File: config.mk
export PLATFORM = sky130hd
export DESIGN_NAME = pfle_step
export DESIGN_NICKNAME = d
export VERILOG_FILES = /design/src/rtl/pfle_pkg.sv /design/src/rtl/pfle_step.sv
export SDC_FILE = /design/constraint.sdc
export NUM_CORES = 1
export LEC_CHECK = 0
export BUFFER_PORTS_ARGS = -buffer_cell sky130_fd_sc_hd__buf_2
export CORE_MARGIN = 2
export CORE_UTILIZATION = 59
export CTS_CLUSTER_SIZE = 30
export DETAILED_ROUTE_END_ITERATION = 10
export PLACE_DENSITY_LB_ADDON = 0.25
export SETUP_SLACK_MARGIN = 0.2
export SYNTH_ARGS = -nofsm -noshare
export SYNTH_HDL_FRONTEND = slang
export SYNTH_SLANG_ARGS = --single-unit
File: constraint.sdc
create_clock -name clk -period 8.8 [get_ports clk]
set_clock_uncertainty 0.05 [all_clocks]
set_input_delay 1.76 -clock clk [delete_from_list [all_inputs] [get_ports clk]]
set_output_delay 1.76 -clock clk [all_outputs]
set_load 0.05 [all_outputs]
File: src/rtl/pfle_pkg.sv
package pfle_pkg;

	// command codes carried in s_tuser
	typedef enum logic [2:0] {
		OP_PIXEL = 3'd0,
		OP_LINE  = 3'd1,
		OP_READ  = 3'd2,
		OP_TAKE  = 3'd3,
		OP_CLEAR = 3'd4
	} opcode_t;

	// sequencer states, one-hot
	typedef enum logic [4:0] {
		ST_CLEAR = 5'b00001,
		ST_IDLE  = 5'b00010,
		ST_PX_RD = 5'b00100,
		ST_PX_WR = 5'b01000,
		ST_RESP  = 5'b10000
	} state_t;

	// control from the sequencer to the line step unit
	typedef struct packed {
		logic load;
		logic advance;
	} step_ctl_t;

	// index of the last pixel a line may plot before it is cut off
	localparam logic [9:0] LINE_GUARD_LAST = 10'd599;

	// payload widths of the stream ports
	localparam int S_TDATA_W = 48;
	localparam int S_TUSER_W = 3;
	localparam int M_TDATA_W = 16;

endpackage

File: src/rtl/pfle_step.sv
module pfle_step (
	input  logic                 clk,
	input  logic                 arst_n,
	input  pfle_pkg::step_ctl_t  ctl,
	input  logic [7:0]           x0,
	input  logic [7:0]           y0,
	input  logic [7:0]           x1,
	input  logic [7:0]           y1,
	output logic [7:0]           x,
	output logic [7:0]           y,
	output logic                 done
);

	logic [7:0]         x_q, y_q, x1_q, y1_q, dx_q, dy_q;
	logic               sx_neg_q, sy_neg_q;
	logic signed [10:0] err_q;
	logic signed [11:0] e2;
	logic               move_x, move_y;
	logic [7:0]         dx_init, dy_init;
	logic signed [10:0] err_next;

	assign dx_init = (x1 > x0) ? (x1 - x0) : (x0 - x1);
	assign dy_init = (y1 > y0) ? (y1 - y0) : (y0 - y1);

	// one bresenham decision per advance
	assign e2     = {err_q, 1'b0};
	assign move_x = e2 > -$signed({4'b0, dy_q});
	assign move_y = e2 < $signed({4'b0, dx_q});

	always_comb begin
		err_next = err_q;
		if (move_x) begin
			err_next = err_next - $signed({3'b0, dy_q});
		end
		if (move_y) begin
			err_next = err_next + $signed({3'b0, dx_q});
		end
	end

	always_ff @(posedge clk or negedge arst_n) begin
		if (!arst_n) begin
			x_q      <= '0;
			y_q      <= '0;
			x1_q     <= '0;
			y1_q     <= '0;
			dx_q     <= '0;
			dy_q     <= '0;
			sx_neg_q <= 1'b0;
			sy_neg_q <= 1'b0;
			err_q    <= '0;
		end else if (ctl.load) begin
			x_q      <= x0;
			y_q      <= y0;
			x1_q     <= x1;
			y1_q     <= y1;
			dx_q     <= dx_init;
			dy_q     <= dy_init;
			sx_neg_q <= !(x0 < x1);
			sy_neg_q <= !(y0 < y1);
			err_q    <= $signed({3'b0, dx_init}) - $signed({3'b0, dy_init});
		end else if (ctl.advance) begin
			err_q <= err_next;
			if (move_x) begin
				x_q <= sx_neg_q ? (x_q - 8'd1) : (x_q + 8'd1);
			end
			if (move_y) begin
				y_q <= sy_neg_q ? (y_q - 8'd1) : (y_q + 8'd1);
			end
		end
	end

	assign x    = x_q;
	assign y    = y_q;
	assign done = (x_q == x1_q) && (y_q == y1_q);

endmodule

==> reports/metrics.cfg, run 1 <==
[worst_hold_path]
hp-start=y1_q[3]
hold_path.class=register to register
holdPathEnd=y1_q[3]
holdPathStages=1

[yosys]
synth_top_family_by_area=compound AO/OA/AOI/OAI gates
synth-compound-area-share=0.214
async_flop_share=1.00
synth_top_cells_by_area=dfrtp_1 (24%), ha_1 (17%), xnor2_1 (5.6%)
yosys.area_share.xor_xnor=0.0708
ys_top_cells_by_count=ha_1 (87), inv_1 (79), a21oi_1 (62)
synth.distinct_cells=66
synth_fa_ha_area_frac=0.197
synthCells=740
yosysWarnings=0
yosysTopAreaCellShare=0.237
synthesis.nets=872
syn-mean-instance-area_um2=8.70
ys_seq_area_frac=0.237
ys_ff_latch=61
synth_simple_gate_area_share=0.131
syn_area_um2=6440
synth_most_common_cell=ha_1
synth_top_cell_by_area=dfrtp_1
synth_ff_type=dfrtp_1
synth_edf_count=0
synthMuxAreaShare=0.0894

[power_and_ir_drop]
p_sw_frac=0.496
leakagePower_uw=0.00339
ir_worst_vdd_v=0.000222
seqPwrFrac=0.215
power_density_nw_per_um2=311
p_int_uw=1090
power_frac_clock=0.093
p_switching_uw=1070
comb_power_share=0.692

[cells_and_area]
seq_area_um2=1530
finish.utilization=0.647
finalNetCount=919
finalNonFillerCells=930
area_growth_syn_to_layout_pct=8.03
multi_input_area_um2=4520
antenna_cells=0
drive_above_1_share=0.135
nFillCells=920

[clock_tree]
cts.path.max_buffers=2
htreeDepth=3
clk_root_buffer_cell=clkbuf_8
worstSkewPairLatency_ps=350
path_clk_slew_ps=60
cts_resized=0
post_cts_buffers=0
clock_sinks=61
hold_buffers=0
cts_tree=done
numCtsBuffers=9

[floorplan]
die_area_um2=11800
core_um2=10700
row_count=38
die_x_um=108
die-height_um=108
start_util=0.599
ioPinCount=53

[setup_path]
crit_chain=inv_1, nand3_1, nor3_1, nand3_1, xnor2_1, ha_1, nand2_1, o21ai_0, a221oi_1, a311oi_4, mux2i_1, ha_1, fa_1, a211o_1, a211oi_1, nor2_1, o21a_1, o21ai_0, xor2_1, a21oi_1, o22a_1
cp-end-kind=register
r2r_cells=21
critPathLaunchType=register
criticalPathCategory=register to register
cp.arrival_ps=5890
slowest_stage=a311oi_4
reg2reg_slack_ps=3090
cp.required_ps=8980
cpPeakStageDelay_ps=740
r2r-start=dy_q[2]
timing.rr.end=err_q[8]
crit_fanout=15

[timing]
fin_tns_setup_ps=0
slew_headroom=0.396
period_share=0.649
rsz0062_at_grt=no
period_minus_slack_ps=5710
slew_viol_final=0
fmax_ghz=0.175
worst_slew_pin_slew_ps=907
setup_viol=0
hold_violations=0

[global_routing]
grt_use_total=0.277
grt_antenna_before_repair=0
grt-ovfl-total=0
first_global_vias=5288
grt_first_pass_wirelength_um=25600
grt_max_degree=89

[detailed_routing]
drt_pass1_iterations=5
drt_first_iter_violations=288
antenna_left=0
wl_per_cell_um=16.6
drt-vias-per-instance=5.92
finalWirelength_um=15400
drc=0
vias=5506

[place]
gp_congestion=0.921
placed_cells=916
dp_hpwl_um=12400
port_buffers=52

[outcome]
outcome=finished clean

[flow_run]
cap_viol_max_count=0

==> flip-flops by register name, indices dropped and copies added, names as in the netlist <==
name,flops
dx_q,8
dy_q,8
x,8
sy_neg_q,1
err_q,11
sx_neg_q,1
y,8
y1_q,8
x1_q,8
==> per-stage QoR <==
step | setup slack (ps) | hold WS, ps | power, uW | cell area (um2)
finish | 3090 | 482 | 2170 | 6950
floorplan | 3480 | 430 | 1610 | 6440
global placement | 3050 | 461 | 1890 | 6810
detailed placement | 2950 | 467 | 1940 | 6810
CTS | 3140 | 481 | 2150 | 6950
global route | 2570 | 504 | 2350 | 6950
==> power by group through the flow <==
stage | Sequential (uW) | Clock [uW] | Combinational (uW)
4_1_cts | 463 | 205 | 1490
5_1_grt | 475 | 215 | 1660
3_3_place_gp | 464 | 0 | 1430
3_5_place_dp | 468 | 0 | 1480
6_report | 465 | 202 | 1500
2_1_floorplan | 499 | 0 | 1110
==> worst max-delay path by stage <==
stage | startpoint | to | depth (start not counted)
detailed placement | y0[2] | err_q[10] | 17
CTS | dy_q[2] | err_q[10] | 21
global route | dy_q[2] | err_q[8] | 21
global placement | y0[2] | err_q[10] | 17
finish | dy_q[2] | err_q[8] | 21
floorplan | x1[0] | err_q[10] | 19
==> critical path: cells and delay by family (launching register included) <==
family          cells  cell delay (ps)
compound gates      9             2630
fa+ha+maj           3             1000
simple gates        5              750
flops               1              420
xor+xnor            2              410
mux                 1              210
buf+inv             1              120
==> final cells by class <==
class	count	share of cell area
sequential	61	0.220
clock buffer	11	0.0189
clock inverter	3	0.00216
tap	140	0.0252
timing repair buffer	55	0.0407
multi-input combinational	580	0.650
inverter	80	0.0432
==> cells by family (layout without fill, tap and decap cells) <==
kind of cell | count (synthesis) | in the layout
AOI/OAI and AO/OA | 213 | 213
and+or+nand+nor | 165 | 165
buffers and inverters | 99 | 149
adders and majority gates | 96 | 96
DFF | 61 | 61
muxes | 54 | 54
xor gates and xnor gates | 52 | 52
==> layout by cell type, fill, tap and decap left out, drive strengths merged, types with 6 or more instances in the layout <==
| master | instances |
|---|---|
| ha | 87 |
| inv | 79 |
| a21oi | 62 |
| dfrtp | 61 |
| buf | 55 |
| nor2 | 49 |
| o21ai | 49 |
| xnor2 | 41 |
| nand2 | 34 |
| mux2 | 28 |
| mux2i | 26 |
| a21o | 18 |
| nor2b | 18 |
| a211oi | 18 |
| nor3 | 13 |
| o21a | 11 |
| xor2 | 11 |
| clkbuf | 11 |
| fa | 9 |
| o31ai | 9 |
| nand4 | 8 |
| nand2b | 8 |
| a31oi | 7 |
| nand3 | 7 |
| a21boi | 6 |
==> metal layers <==
metal / routed length, um / global-route usage / vias to the layer above
li1: - / - / 2733
met5: 0 / 0 / -
met4: 472 / 0.0998 / 0
met1: 6910 / 0.361 / 2607
met2: 7490 / 0.470 / 129
met3: 556 / 0.0338 / 37
Power figures use the tool's default switching activity.
==> run 2, diff against run 1 <==
clock period = 5.3 ns   (was 8.8 ns; I/O delays follow)
==> reports/metrics.cfg, run 2 (synthesis gave the netlist of run 1 again) <==
[setup_path]
crit_fanout=4  ; -11
criticalPathCategory=register to register
reg2reg_slack_ps=390  ; -2700 ps
cp.required_ps=5480  ; -3500 ps
critPathLaunchType=register
timing.rr.end=err_q[9]
r2r_cells=21  ; unchanged
cp-end-kind=register
cp.arrival_ps=5080  ; -810 ps
r2r-start=dy_q[2]

[timing]
period_minus_slack_ps=4910  ; -803 ps
fmax_ghz=0.204  ; +16%
rsz0062_at_grt=no
worst_slew_pin_slew_ps=790  ; -117 ps
fin_ws_ps=394  ; -2700 ps
slew_headroom=0.474  ; +0.0780
setup_viol=0  ; unchanged
slew_viol_final=0  ; unchanged
period_share=0.926  ; +0.277
fin_tns_setup_ps=0  ; unchanged
hold_violations=0  ; unchanged

[global_routing]
grt_use_total=0.290  ; +0.0139
met2_usage=0.493  ; +0.0232
grt_busiest_layer=met2
first_global_vias=5622  ; +6.3%
grtUsageMet3=0.0416  ; +0.00784
grt_first_pass_wirelength_um=26700  ; +4.4%
grt_antenna_before_repair=0  ; unchanged
grt_use_met1=0.366  ; +0.00423
grt_max_degree=62  ; -30%
grt-ovfl-total=0  ; unchanged

[floorplan]
die_x_um=108  ; unchanged
die_area_um2=11800  ; unchanged
row_count=38  ; unchanged
ioPinCount=53  ; unchanged
die-height_um=108  ; unchanged
start_util=0.599  ; unchanged
core_um2=10700  ; unchanged

[power_and_ir_drop]
leakagePower_uw=0.00347  ; +2.5%
power_density_nw_per_um2=545  ; +75%
ir_worst_vdd_v=0.000389  ; +75%

[cells_and_area]
final_cell_mix=ha_1 (85), inv_1 (76), a21oi_1 (60), dfrtp_1 (60), buf_2 (52)
antenna_cells=0  ; unchanged
area_growth_syn_to_layout_pct=11.9
drive_above_1_share=0.171  ; +0.0358
largest_reg_flops=11  ; unchanged
largest-register=err_q
finalNetCount=927  ; +0.87%
final_common_cell=ha_1

[detailed_routing]
drc=0  ; unchanged
drt_pass1_iterations=5  ; unchanged
antenna_left=0  ; unchanged
drt-vias-per-instance=5.98  ; +0.98%
drt_first_iter_violations=327  ; +14%
wl_per_cell_um=17.4  ; +4.8%
finalWirelength_um=16300  ; +5.9%
vias=5620  ; +2.1%

[clock_tree]
path_clk_slew_ps=80  ; +20 ps
hold_buffers=0  ; unchanged
worstSkewPairLatency_ps=350  ; about the same
clock_sinks=61  ; unchanged
clk_root_buffer_cell=clkbuf_8
numCtsBuffers=9  ; unchanged
htreeDepth=3  ; unchanged
cts.path.max_buffers=2  ; unchanged
cts_tree=done

[place]
gp_congestion=0.928  ; +0.77%
port_buffers=52  ; unchanged
dp_hpwl_um=12800  ; +3.2%
place_ws_ps=130  ; -2820 ps

[outcome]
outcome=finished clean

[worst_hold_path]
hp-start=x1_q[6]
holdPathStages=1  ; unchanged
hold_path.class=register to register
holdPathEnd=x1_q[6]

[flow_run]
cap_viol_max_count=0  ; unchanged

## run 2: cell types whose count changed in the layout (fill, tap and decap cells not counted), moves of 3 or more
cell / change
buf_4: +7
inv_2: +3
clkinv_2: -3
o21ai_1: +3
o21ai_0: -3
inv_1: -3
## run 2: layer usage
| metal | part of all wire | up-vias |
|---|---|---|
| met1 | 0.44 | 2668 |
| met2 | 0.48 | 162 |
| met5 | 0 | - |
| met4 | 0.038 | 0 |
| met3 | 0.042 | 38 |
| li1 | - | 2752 |
## run 2: worst max-delay path, stage by stage, from the launching register on
cell and delay, ps:
dfrtp_2 440, inv_2 90, nand3_2 120, nor3_4 240, nand3_2 120, xnor2_1 140
ha_1 300, nand2_1 120, nor3_4 220, a21oi_2 100, a311oi_4 460, buf_4 180
mux2_2 370, ha_4 300, o21ai_0 100, o21ai_1 250, a2111oi_1 140, nor3_1 360
a31oi_1 150, o211ai_1 260, nand4b_1 120, nor3b_2 160
## run 2: metrics by stage
stage	std cells	cell area, um2	util	hold WS (ps)	power [uW]
global placement	920	6840	0.636	457	3150
CTS	937	7090	0.659	484	3750
floorplan	740	6440	-	430	2670
global route	940	7200	0.670	500	4260
detailed placement	920	6840	0.636	467	3240
finish	940	7200	0.670	481	3930
## run 2: layout make-up
class,instances,area (um2)
multi-input cells,580,4620
fillers,907,3550
flip-flops and latches,61,1530
repair buffers,63,347
inverters,80,300
well taps,140,175
clock buffers,11,141
clock inverters,5,83.8
## run 2: power by group
part	switching [uW]	leakage (uW)	total, uW	internal [uW]
Combinational	1480	0.00266	2660	1180
Clock	192	0.000106	470	278
Sequential	211	0.000710	795	584
Total	1880	0.00347	3930	2040
## run 2: worst max-delay path by stage
| stage | start | endpoint | slack [ps] | cells past startpoint |
|---|---|---|---|---|
| after global routing | dy_q[2] | err_q[9] | 100 | 20 |
| after floorplan | dy_q[2] | err_q[8] | 450 | 22 |
| after CTS | dy_q[2] | err_q[8] | 250 | 22 |
| after global placement | dy_q[2] | err_q[8] | 350 | 22 |
| after detailed placement | x1[0] | err_q[10] | 130 | 20 |
| final | dy_q[2] | err_q[9] | 390 | 21 |
## run 2: repair_timing
item,4_1_cts,5_1_grt
pin swaps,1,8
resized for setup,3,25
setup endpoints to repair,2,3
buffers inserted,1,3
